==> src/hw/rtl/pointer_event_cooker_top_assert.svh <==
// ---------------------------------------------------------------------------
// Pointer event cooker assertion macros
// Concurrent checks that compile away when ASSERT_OFF is defined.
// ---------------------------------------------------------------------------
`ifndef POINTER_EVENT_COOKER_TOP_ASSERT_SVH
`define POINTER_EVENT_COOKER_TOP_ASSERT_SVH
`ifndef ASSERT_OFF
// Same-cycle implication, disabled while reset is asserted.
`define PEC_ASSERT_SAME(lbl, clk, rst_n, ante, cons) \
	lbl: assert property (@(posedge clk) disable iff (!rst_n) (ante) |-> (cons)) \
		else $error("pointer event cooker check failed");
// Next-cycle implication, disabled while reset is asserted.
`define PEC_ASSERT_NEXT(lbl, clk, rst_n, ante, cons) \
	lbl: assert property (@(posedge clk) disable iff (!rst_n) (ante) |=> (cons)) \
		else $error("pointer event cooker check failed");
`else
`define PEC_ASSERT_SAME(lbl, clk, rst_n, ante, cons)
`define PEC_ASSERT_NEXT(lbl, clk, rst_n, ante, cons)
`endif
`endif

==> src/hw/rtl/pec_pkg.sv <==
// ---------------------------------------------------------------------------
// Pointer event cooker package
// Shared codes, constants and the job record passed from front to back.
// ---------------------------------------------------------------------------
package pec_pkg;

	// Operation codes of an input item
	localparam logic OP_SAMPLE = 1'b0;
	localparam logic OP_TICK   = 1'b1;

	// Configuration register indexes
	typedef enum logic [1:0] {
		REG_DOUBLE_WINDOW = 2'd0,
		REG_QUIET_TICKS   = 2'd1,
		REG_TICK_MS       = 2'd2
	} pec_reg_t;

	// Event kinds
	typedef enum logic [1:0] {
		KIND_PLAIN  = 2'd0,
		KIND_DOUBLE = 2'd1,
		KIND_QUIET  = 2'd2
	} pec_kind_t;

	localparam logic [15:0] PEC_DOUBLE_WINDOW_RST = 16'd500;
	localparam logic [3:0]  PEC_QUIET_TICKS_RST   = 4'd3;
	localparam logic [15:0] PEC_TICK_MS_RST       = 16'd500;
	localparam logic [4:0]  PEC_IDLE_MAX          = 5'd31;
	localparam logic [31:0] PEC_START_MS          = 32'd1;

	localparam int PEC_QUEUE_DEPTH = 4;

	// One job: an optional release of the previous sample, then the event itself.
	typedef struct packed {
		logic               has_rel;
		logic signed [15:0] rel_x;
		logic signed [15:0] rel_y;
		logic [31:0]        rel_ms;
		pec_kind_t          kind;
		logic [4:0]         buttons;
		logic signed [15:0] x;
		logic signed [15:0] y;
		logic [31:0]        ms;
	} pec_job_t;

	typedef struct packed {
		logic full;
		logic empty;
	} pec_q_status_t;

endpackage

==> src/hw/rtl/pec_front.sv <==
// ---------------------------------------------------------------------------
// Pointer event cooker front end
// Accepts samples and ticks, keeps the pointer state and queues event jobs.
// ---------------------------------------------------------------------------
module pec_front import pec_pkg::*; (
	input  logic               clk,
	input  logic               arst_n,
	input  logic               in_valid,
	output logic               in_stall,
	input  logic               operation,
	input  logic [4:0]         buttons,
	input  logic signed [15:0] pos_x,
	input  logic signed [15:0] pos_y,
	input  logic [31:0]        stamp_ms,
	input  logic               cfg_we,
	input  logic [1:0]         cfg_index,
	input  logic [15:0]        cfg_data,
	input  pec_q_status_t      q_status,
	output logic               push,
	output pec_job_t           push_job
);

	logic [15:0]        double_window_q;
	logic [3:0]         quiet_ticks_q;
	logic [15:0]        tick_ms_q;

	logic [4:0]         prev_buttons_q;
	logic signed [15:0] prev_x_q;
	logic signed [15:0] prev_y_q;
	logic [31:0]        prev_ms_q;
	logic [31:0]        emitted_ms_q;
	logic [31:0]        quiet_ref_q;
	logic [4:0]         press_buttons_q;
	logic [31:0]        press_ms_q;
	logic               double_pending_q;
	logic [4:0]         idle_q;

	logic        accept;
	logic        is_sample;
	logic        dup;
	logic        release_first;
	logic        press;
	logic [31:0] press_delta;
	logic        double_hit;
	logic        double_now;
	logic        counting;
	logic [4:0]  idle_next;
	logic        quiet_fire;
	logic [31:0] quiet_stamp;

	assign in_stall  = q_status.full;
	assign accept    = in_valid && !in_stall;
	assign is_sample = (operation == OP_SAMPLE);

	always_comb begin
		dup = (pos_x == prev_x_q) && (pos_y == prev_y_q) && (buttons == prev_buttons_q);
		release_first = (prev_buttons_q != 5'd0) && (buttons != 5'd0)
			&& ((prev_buttons_q & buttons) == 5'd0);
		press       = (prev_buttons_q == 5'd0) && (buttons != 5'd0);
		press_delta = stamp_ms - press_ms_q;
		double_hit  = press && (buttons == press_buttons_q)
			&& (press_delta < {16'd0, double_window_q});
		double_now  = double_pending_q || double_hit;

		counting    = (prev_buttons_q == 5'd0) && (quiet_ref_q != 32'd0);
		idle_next   = (idle_q == PEC_IDLE_MAX) ? idle_q : idle_q + 5'd1;
		quiet_fire  = counting && (idle_next > {1'b0, quiet_ticks_q});
		// The quiet stamp lies two tick intervals after the last event.
		quiet_stamp = quiet_ref_q + {15'd0, tick_ms_q, 1'b0};

		push_job.has_rel = is_sample && release_first;
		push_job.rel_x   = prev_x_q;
		push_job.rel_y   = prev_y_q;
		push_job.rel_ms  = prev_ms_q;
		if (is_sample) begin
			push_job.kind    = double_now ? KIND_DOUBLE : KIND_PLAIN;
			push_job.buttons = buttons;
			push_job.x       = pos_x;
			push_job.y       = pos_y;
			push_job.ms      = stamp_ms;
		end else begin
			push_job.kind    = KIND_QUIET;
			push_job.buttons = prev_buttons_q;
			push_job.x       = prev_x_q;
			push_job.y       = prev_y_q;
			push_job.ms      = quiet_stamp;
		end

		push = accept && (is_sample ? !dup : quiet_fire);
	end

	always_ff @(posedge clk or negedge arst_n) begin
		if (!arst_n) begin
			double_window_q <= PEC_DOUBLE_WINDOW_RST;
			quiet_ticks_q   <= PEC_QUIET_TICKS_RST;
			tick_ms_q       <= PEC_TICK_MS_RST;
		end else if (cfg_we) begin
			unique case (cfg_index)
				REG_DOUBLE_WINDOW: double_window_q <= cfg_data;
				REG_QUIET_TICKS:   quiet_ticks_q   <= cfg_data[3:0];
				REG_TICK_MS:       tick_ms_q       <= cfg_data;
				default: ;
			endcase
		end
	end

	always_ff @(posedge clk or negedge arst_n) begin
		if (!arst_n) begin
			prev_buttons_q   <= 5'd0;
			prev_x_q         <= 16'sd0;
			prev_y_q         <= 16'sd0;
			prev_ms_q        <= 32'd0;
			emitted_ms_q     <= 32'd0;
			quiet_ref_q      <= PEC_START_MS;
			press_buttons_q  <= 5'd0;
			press_ms_q       <= 32'd0;
			double_pending_q <= 1'b0;
			idle_q           <= 5'd0;
		end else if (accept) begin
			if (is_sample) begin
				if (!dup) begin
					if (press) begin
						press_buttons_q <= buttons;
						press_ms_q      <= stamp_ms;
					end
					// A release carries the double flag and then clears it.
					double_pending_q <= (buttons == 5'd0) ? 1'b0 : double_now;
					emitted_ms_q     <= stamp_ms;
					quiet_ref_q      <= stamp_ms;
				end else begin
					quiet_ref_q <= emitted_ms_q;
				end
				prev_buttons_q <= buttons;
				prev_x_q       <= pos_x;
				prev_y_q       <= pos_y;
				prev_ms_q      <= stamp_ms;
				idle_q         <= 5'd0;
			end else if (prev_buttons_q != 5'd0) begin
				idle_q <= 5'd0;
			end else if (counting) begin
				idle_q <= idle_next;
				if (quiet_fire) begin
					emitted_ms_q <= quiet_stamp;
					quiet_ref_q  <= 32'd0;
				end
			end
		end
	end

endmodule

==> src/hw/rtl/pec_queue.sv <==
// ---------------------------------------------------------------------------
// Pointer event cooker job queue
// Small first-in first-out store of jobs between the front and the back.
// ---------------------------------------------------------------------------
module pec_queue import pec_pkg::*; #(
	parameter int Depth = PEC_QUEUE_DEPTH
) (
	input  logic          clk,
	input  logic          arst_n,
	input  logic          push,
	input  pec_job_t      push_job,
	input  logic          pop,
	output pec_job_t      head_job,
	output pec_q_status_t status
);

	`include "pointer_event_cooker_top_assert.svh"

	localparam int IdxW = (Depth > 1) ? $clog2(Depth) : 1;
	localparam int CntW = $clog2(Depth + 1);
	localparam logic [IdxW-1:0] LastIdx = IdxW'(Depth - 1);
	localparam logic [CntW-1:0] DepthCnt = CntW'(Depth);

	pec_job_t        store_q [Depth];
	logic [IdxW-1:0] wr_ptr_q;
	logic [IdxW-1:0] rd_ptr_q;
	logic [CntW-1:0] count_q;

	assign status.full  = (count_q == DepthCnt);
	assign status.empty = (count_q == '0);
	assign head_job     = store_q[rd_ptr_q];

	always_ff @(posedge clk) begin
		if (push) begin
			store_q[wr_ptr_q] <= push_job;
		end
	end

	always_ff @(posedge clk or negedge arst_n) begin
		if (!arst_n) begin
			wr_ptr_q <= '0;
			rd_ptr_q <= '0;
			count_q  <= '0;
		end else begin
			if (push) begin
				wr_ptr_q <= (wr_ptr_q == LastIdx) ? '0 : wr_ptr_q + IdxW'(1);
			end
			if (pop) begin
				rd_ptr_q <= (rd_ptr_q == LastIdx) ? '0 : rd_ptr_q + IdxW'(1);
			end
			if (push && !pop) begin
				count_q <= count_q + CntW'(1);
			end else if (pop && !push) begin
				count_q <= count_q - CntW'(1);
			end
		end
	end

	`PEC_ASSERT_SAME(a_no_push_full, clk, arst_n, push, !status.full)
	`PEC_ASSERT_SAME(a_no_pop_empty, clk, arst_n, pop, !status.empty)

endmodule

==> src/hw/rtl/pec_back.sv <==
// ---------------------------------------------------------------------------
// Pointer event cooker back end
// Expands each job into one or two result items through an output register.
// ---------------------------------------------------------------------------
module pec_back import pec_pkg::*; (
	input  logic               clk,
	input  logic               arst_n,
	input  pec_job_t           head_job,
	input  pec_q_status_t      q_status,
	output logic               pop,
	output logic               out_valid,
	input  logic               out_stall,
	output logic [1:0]         event_kind,
	output logic [4:0]         out_buttons,
	output logic signed [15:0] out_x,
	output logic signed [15:0] out_y,
	output logic [31:0]        out_ms,
	output logic               final_of_run
);

	`include "pointer_event_cooker_top_assert.svh"

	logic               valid_q;
	logic               rel_done_q;
	pec_kind_t          kind_q;
	logic [4:0]         buttons_q;
	logic signed [15:0] x_q;
	logic signed [15:0] y_q;
	logic [31:0]        ms_q;
	logic               final_q;

	logic slot_free;
	logic load;
	logic load_rel;

	assign slot_free = !valid_q || !out_stall;
	assign load      = slot_free && !q_status.empty;
	// The release copy goes out first and the job stays at the head.
	assign load_rel  = load && head_job.has_rel && !rel_done_q;
	assign pop       = load && !load_rel;

	always_ff @(posedge clk or negedge arst_n) begin
		if (!arst_n) begin
			valid_q    <= 1'b0;
			rel_done_q <= 1'b0;
		end else begin
			if (slot_free) begin
				valid_q <= load;
			end
			if (load_rel) begin
				rel_done_q <= 1'b1;
			end else if (pop) begin
				rel_done_q <= 1'b0;
			end
		end
	end

	always_ff @(posedge clk) begin
		if (load_rel) begin
			kind_q    <= KIND_PLAIN;
			buttons_q <= 5'd0;
			x_q       <= head_job.rel_x;
			y_q       <= head_job.rel_y;
			ms_q      <= head_job.rel_ms;
			final_q   <= 1'b0;
		end else if (pop) begin
			kind_q    <= head_job.kind;
			buttons_q <= head_job.buttons;
			x_q       <= head_job.x;
			y_q       <= head_job.y;
			ms_q      <= head_job.ms;
			final_q   <= 1'b1;
		end
	end

	assign out_valid    = valid_q;
	assign event_kind   = kind_q;
	assign out_buttons  = buttons_q;
	assign out_x        = x_q;
	assign out_y        = y_q;
	assign out_ms       = ms_q;
	assign final_of_run = final_q;

	`PEC_ASSERT_SAME(a_rel_keeps_job, clk, arst_n, rel_done_q, !q_status.empty)
	`PEC_ASSERT_SAME(a_nonfinal_is_rel, clk, arst_n, valid_q && !final_q, rel_done_q)
	`PEC_ASSERT_NEXT(a_rel_then_main, clk, arst_n, load_rel, !load_rel)

endmodule

==> src/hw/rtl/pointer_event_cooker_top.sv <==
// ---------------------------------------------------------------------------
// Pointer event cooker
// Cleans pointer samples and timer ticks into plain, double-click and quiet
// events.
// ---------------------------------------------------------------------------
// The front end takes one item (sample or tick) every cycle while its job
// queue has room, updates the pointer state in that cycle and queues at most
// one job; duplicates and ticks that do not fire a quiet event leave nothing
// in the queue. The back end sends one result item per cycle while out_stall
// is low, through its output register, so a sample that first releases the
// previous button set yields two result items and any other event one. The
// queue holds QueueDepth jobs; in_stall rises only when it is full. A result
// item passes through the job queue and then the output register after its
// input item is accepted. Configuration writes take effect at the next edge
// and are meant for idle periods.
module pointer_event_cooker_top import pec_pkg::*; #(
	parameter int QueueDepth = PEC_QUEUE_DEPTH
) (
	input  logic               clk,
	input  logic               arst_n,
	input  logic               in_valid,
	output logic               in_stall,
	input  logic               operation,
	input  logic [4:0]         buttons,
	input  logic signed [15:0] pos_x,
	input  logic signed [15:0] pos_y,
	input  logic [31:0]        stamp_ms,
	output logic               out_valid,
	input  logic               out_stall,
	output logic [1:0]         event_kind,
	output logic [4:0]         out_buttons,
	output logic signed [15:0] out_x,
	output logic signed [15:0] out_y,
	output logic [31:0]        out_ms,
	output logic               final_of_run,
	input  logic               cfg_we,
	input  logic [1:0]         cfg_index,
	input  logic [15:0]        cfg_data
);

	logic          push;
	pec_job_t      push_job;
	logic          pop;
	pec_job_t      head_job;
	pec_q_status_t q_status;

	pec_front u_front (
		.clk       (clk),
		.arst_n    (arst_n),
		.in_valid  (in_valid),
		.in_stall  (in_stall),
		.operation (operation),
		.buttons   (buttons),
		.pos_x     (pos_x),
		.pos_y     (pos_y),
		.stamp_ms  (stamp_ms),
		.cfg_we    (cfg_we),
		.cfg_index (cfg_index),
		.cfg_data  (cfg_data),
		.q_status  (q_status),
		.push      (push),
		.push_job  (push_job)
	);

	pec_queue #(
		.Depth (QueueDepth)
	) u_queue (
		.clk      (clk),
		.arst_n   (arst_n),
		.push     (push),
		.push_job (push_job),
		.pop      (pop),
		.head_job (head_job),
		.status   (q_status)
	);

	pec_back u_back (
		.clk          (clk),
		.arst_n       (arst_n),
		.head_job     (head_job),
		.q_status     (q_status),
		.pop          (pop),
		.out_valid    (out_valid),
		.out_stall    (out_stall),
		.event_kind   (event_kind),
		.out_buttons  (out_buttons),
		.out_x        (out_x),
		.out_y        (out_y),
		.out_ms       (out_ms),
		.final_of_run (final_of_run)
	);

endmodule

==> config.mk <==
export PLATFORM = sky130hd
export DESIGN_NAME = pointer_event_cooker_top
export DESIGN_NICKNAME = d
export VERILOG_FILES = /design/src/hw/rtl/pec_pkg.sv /design/src/hw/rtl/pec_front.sv /design/src/hw/rtl/pec_queue.sv /design/src/hw/rtl/pec_back.sv /design/src/hw/rtl/pointer_event_cooker_top.sv
export VERILOG_INCLUDE_DIRS = /design/src /design/src/hw/rtl
export SDC_FILE = /design/constraint.sdc
export NUM_CORES = 1
export LEC_CHECK = 0
export CAP_MARGIN = 20
export CORE_MARGIN = 3
export CORE_UTILIZATION = 35
export DETAILED_ROUTE_END_ITERATION = 10
export DONT_BUFFER_PORTS = 1
export PLACE_DENSITY_LB_ADDON = 0.05
export SLEW_MARGIN = 5
export SYNTH_ARGS = -nofsm -noshare
export SYNTH_HDL_FRONTEND = slang
export SYNTH_SLANG_ARGS = --single-unit
==> constraint.sdc <==
create_clock -name clk -period 6.86 [get_ports clk]
set_input_delay 1.029 -clock clk [delete_from_list [all_inputs] [get_ports clk]]
set_output_delay 1.029 -clock clk [all_outputs]
set_load 0.01 [all_outputs]
# == Yosys cells after proc, flatten, opt, wreduce, memory -nomap -nowiden ==
# Memories as Yosys holds them, arrays and structs flattened.
# Cells that the tools add are included.
# totals
mem_count,1
elab_cells,129
inputBits,93
reg_bits,293
output_inout_bits,74
mem_bits_rw,544
# mem_list
memory,depth,width,rd,rd_clocked_by_memory_dff,wr,line,source
u_queue.store_q,4,136,1,0,1,pec_queue.sv:24,pec_job_t store_q [Depth];
# op_classes
n_reduce_logical,47
magnitude_cmp,2
bitwise,3
n_eq_ne,14
n_addsub,7
muxes,31
# ops
op,count
$mux W32,11
$mux W71,1
$mux W16,4
$add A32 B17 Y32,1
$eq A16 B16 Y1,2
$lt A32 B16 Y1,1
$reduce_bool A32 Y1,1
$sub A32 B32 Y32,1
$mux W5,4
$logic_and A1 B1 Y1,18
$logic_not A5 Y1,3
$eq A5 B5 Y1,2
$reduce_and A2 Y1,5
$reduce_bool A5 Y1,2
$logic_not A1 Y1,9
$reduce_and A4 Y1,2
$mux W1,7
$eq A2 B2 Y1 const B,3
$mux W3,2
$add A5 B1 Y5 const B,1
$and A5 B5 Y5,1
$eq A5 B5 Y1 const B,1
$gt A5 B4 Y1,1
$add A2 B1 Y2 const B,2
other kinds (14),19

# == Depth between registers and ports, before layout ==
# depth
depth_word,10
depth_mapped,23
mapped_depth_nobuf,23

# == Hierarchy ==
# A second synthesis with hierarchy kept.
# hier_totals
cells_unflattened,2344
hier_area_um2,37305.8
# by_module_without_submodules
module,area_per_inst_um2,n_inst,cells_per_inst,seq_area_each_um2
pec_queue,20156.8,1,748,16510.8
pec_front,13920.9,1,1418,5323.9
pec_back,3228.1,1,178,2132.0

# == Least setup slack after synthesis ==
# OpenSTA, ideal clock, no wires.
# synth_timing
path_kind,register to register
startpoint,reg u_front.idle_q[0]
endpoint,"mem u_queue.store_q[0][0] (netlist name), enable pin"
period_less_slack_ns,6.736
n_path_buf,3
arrival_ns,6.224
stages_incl_launch_ff,18
path_slack_ns,0.124
setup_time_ns,0.512
cell_sequence,dfrtp_1 > ha_1 > nand4_1 > mux2_2 > ha_1 > nor2b_1 > o21ai_0 > nand2b_1 > a21oi_1 > o21ai_0 > o211ai_1 > a21o_1 > clkbuf_1 > or2_2 > clkbuf_1 > inv_1 > buf_2 > and2_1
# synth_between
elab_chain_len,8
elab_cells_between_ends,9
classes_between,1 x add/sub; 1 x order compare; 1 x eq/ne; 4 x mux; 2 x reduce/logical
# synth_rtl
element,line,source
"start, declared",pec_front.sv:36,logic [4:0] idle_q;
"start signal, assigned",pec_front.sv:141,idle_q <= idle_next;
$add A5 B1 Y5 or $eq A5 B5 Y1 (tied branches),pec_front.sv:66,idle_next = (idle_q == PEC_IDLE_MAX) ? idle_q : idle_q + 5'd1;
$mux W5 (*),pec_front.sv:66,
$gt A5 B4 Y1 (*),pec_front.sv:67,"quiet_fire = counting && (idle_next > {1'b0, quiet_ticks_q});"
$logic_and A1 B1 Y1 (*),pec_front.sv:67,
$mux W1 (*),pec_front.sv:89,push = accept && (is_sample ? !dup : quiet_fire);
$logic_and A1 B1 Y1 (*),pec_front.sv:89,
via push,pointer_event_cooker_top.sv:41,logic push;
$mux W1 (*),pec_queue.sv:34,if (push) begin
$mux W1 (implied by the code) (*),pec_queue.sv:35,store_q[wr_ptr_q] <= push_job;
"end, declared",pec_queue.sv:24,
# Mark *: on every way through the listed nets, which the timed path passes. The rest lies on a longest branch.

==> results.cfg <==
[timing]
skew_ns = 0.0247
max-slew-margin-rel_pct = 29.2
setup_viol_count_final = 0
final-hold-violation-count = 0
slew_viol_final = 0
max_freq_ghz = 0.195
timing.setup.tns_ns = 0
grt_setup_unrepaired = no
finalCriticalPeriod_ns = 5.13
max_slew.worst_pin.slew_ns = 1.06
final_min_period_over_clock_period_pct = 74.8

[logic_synthesis]
synth_top_area_share_pct = 50.2
ys_top_cells_by_area = edfxtp_1 (50%), dfrtp_1 (14%), mux4_2 (8.4%)
share_of_synthesized_cell_area_in_and_or_nand_and_nor_gates_pct = 4.48
synth_most_common_cell = edfxtp_1
muxShareOfSynthArea_pct = 16.9
synth-seq-area-share_pct = 65.9
synth.cells.most_frequent = edfxtp_1 (608), mux2_2 (242), dfrtp_1 (206)
mappedNetlistArea_um2 = 36400
yosysWarningCount = 0
synth_area_per_inst_um2 = 16.1
main_combinational_cell_family_by_area_after_synthesis = multiplexers
syn_nets = 2437
synth_async_sr_flop_share_pct = 26.4
count_of_mapped_cells_out_of_synthesis = 2263
synth-adder-area-share_pct = 2.85
synth_xor_xnor_area_share_pct = 2.19
synth_area_leader_cell = edfxtp_1
synth.lib_cells_used.distinct = 76
synth_compound_area_share_pct = 5.86
synth-edff-count = 608
synth-seq-cells = 837
synth_top_flop_cell = edfxtp_1

[floorplanning]
die_h_um = 328
top_level_ports = 167
total_die_area_um2 = 108000
die_x_um = 328
floorplan.rows = 117
start_util_pct = 35.5
design.core.area_um2 = 102000

[drt]
post-route-drc-count = 0
routed_via_density = 5.21
ant_nets = 0
drt_first_iter_violations = 1371
wl_mm = 92.4
wl_per_cell_um = 24.7
drt_first_pass_iters = 5
vias = 19500

[setup_path]
critical_path.slowest_cell = or4_1
arrival_ns = 5.61
rrSetupSlack_ns = 1.78
startpoint_type = input pin
endpoint_kind = flop
critical_path_peak_fanout = 4
critical_path.cell_chain = inv_1, ha_1, fa_1, nand2b_1, a21oi_1, o211ai_2, nand2_1, nand3_1, nand2_1, a21o_1, a21o_1, xor2_1, ha_1, and4_1, nand4_1, nand4_1, nor4_1, o211ai_1, or4_1, nor4_1, a41oi_1, nor2_1
required_ns = 7.34
critPathMaxStageDelay_ns = 0.52
kind_of_critical_path = input pin to flop

[place]
port-buffer-count = 0
hpwl_mm = 57.6
gp_congestion = 0.817

[clock_tree]
h_tree_depth = 3
clock_path_buffers = 3
cts_resized = 0
total_setup_buffers_inserted_after_cts = 0
tritoncts_num_sinks = 837
clk_pin_slew_ns = 0.06
clock_tree_from_tritoncts = done
numCtsBuffers = 96
worstSkewPairLatency_ns = 0.67
cts_hold_repair.buffers = 0
root_buffer = clkbuf_16

[global_routing]
overflow = 0
first_global_vias = 20600
grt_first_pass_wirelength_mm = 138
antenna_violations_before_repair = 1
grt_use_total_pct = 17.3
largest_net_degree_at_the_start_of_global_routing = 222

[layout]
drive_above_1_share_pct = 25.5
areaGrowthSynthToFinish_pct = 13.5
layout.nets = 2459
post-route-util_pct = 40.3

[power]
static-leakage-power_nw = 14.7
power-per-cell-area_nw_per_um2 = 429
irDropWorstVdd_uv = 289

[run_status]
outcome = completed

[run]
maxCapViolCount = 0

[worst_hold_path]
min-delay-path-class = input pin to asynchronous set/reset pin
cells by family (layout without fill, tap and decap cells):
group / Yosys count / after routing
compound gates: 319 / 319
xor+xnor: 91 / 91
fa+ha+maj: 81 / 81
flops: 837 / 837
simple gates: 347 / 347
other cells: 0 / 2
mux: 415 / 415
buf+inv: 173 / 278
sequential cells by signal (all words and copies together) (netlist names), 16 cells and up:
register and cells:
u_back.out_ms 32, u_front.quiet_ref_q 32, u_back.out_x 16, u_back.out_y 16, u_front.double_window_q 16, u_front.prev_ms_q 32
u_front.prev_y_q 16, u_front.emitted_ms_q 32, u_queue.store_q 544, u_front.prev_x_q 16, u_front.tick_ms_q 16, u_front.press_ms_q 32
report_power, final:
| group | internal [mW] | switching (mW) | leakage (nW) |
|---|---|---|---|
| combinational | 2.17 | 2.56 | 4.80 |
| sequential | 6.92 | 0.851 | 8.33 |
| clock | 3.13 | 2.09 | 1.58 |
worst paths after layout:
| kind | cells past startpoint | from | to |
|---|---|---|---|
| worst min-delay path | 0 | arst_n | u_front.prev_ms_q[28]$_DFFE_PN0P_ |
| min in group clk | 1 | in_valid | u_front.idle_q[4]$_DFFE_PN0P_ |
| worst max-delay path | 22 | stamp_ms[0] | u_queue.store_q[3][69]$_DFFE_PP_ |
| worst max register to register | 15 | u_front.idle_q[0]$_DFFE_PN0P_ | u_queue.store_q[2][115]$_DFFE_PP_ |
| max in group asynchronous | 0 | arst_n | u_front.prev_y_q[10]$_DFFE_PN0P_ |
| worst min register to register | 1 | u_queue.count_q[2]$_DFFE_PN0P_ | u_queue.count_q[2]$_DFFE_PN0P_ |
layout make-up:
cell class                 count  area [µm²]
tap                         1368        1710
clock inverter                44         522
fill                        9427       61200
multi-input combinational   1253       11800
timing repair buffer          27         285
antenna                        2        5.00
sequential                   837       24000
clock buffer                 137        2740
inverter                      70         265
through the flow:
| stage | total power, mW | instances | setup slack, ns | area [µm²] | hold WS (ns) |
|---|---|---|---|---|---|
| 6_report | 17.7 | 3738 | 1.73 | 41300 | 0.0638 |
| 3_5_place_dp | 12.7 | 3555 | 1.04 | 38000 | 0.480 |
| 2_1_floorplan | 11.2 | 2263 | 0.124 | 36400 | 0.450 |
| 3_3_place_gp | 12.7 | 3554 | 1.11 | 38000 | 0.477 |
| 4_1_cts | 18.1 | 3736 | 1.65 | 41300 | 0.00998 |
| 5_1_grt | 18.8 | 3736 | 1.40 | 41300 | 0.0224 |
critical path: cells and delay by family:
kind | cells | cell delay, ns
xor gates and xnor gates | 1 | 0.16
AOI/OAI and AO/OA | 6 | 1.06
and+or+nand+nor | 11 | 2.42
adders and majority gates | 3 | 0.89
buffers and inverters | 1 | 0.05
cell usage in the layout, fill, tap and decap left out, types with 9 or more instances in the layout:
master and instances:
nor2_1 72, a22oi_1 33, xnor2_1 43, buf_4 21, o21ai_0 75, dfstp_2 15, nand3_1 15, nand2_1 141
o21a_1 9, a21oi_1 70, and3_1 10, nand4_1 20, ha_1 78, clkbuf_8 14, mux2i_1 38, dfrtp_1 204
a21o_1 24, o31ai_1 38, mux4_2 135, mux2_2 242, inv_1 69, bufinv_16 9, clkinv_2 17, clkbuf_16 98
nor3_1 17, edfxtp_1 608, nor4_1 18, xor2_1 48, clkbuf_1 25
layer usage:
metal / global-route usage, % / wire length, µm / vias up
met5: 0 / 0 / -
met1: 23.7 / 42200 / 10100
li1: - / - / 8869
met3: 3.66 / 4490 / 109
met4: 4.59 / 1800 / 0
met2: 27.9 / 43900 / 377
Power figures use the tool's default switching activity.
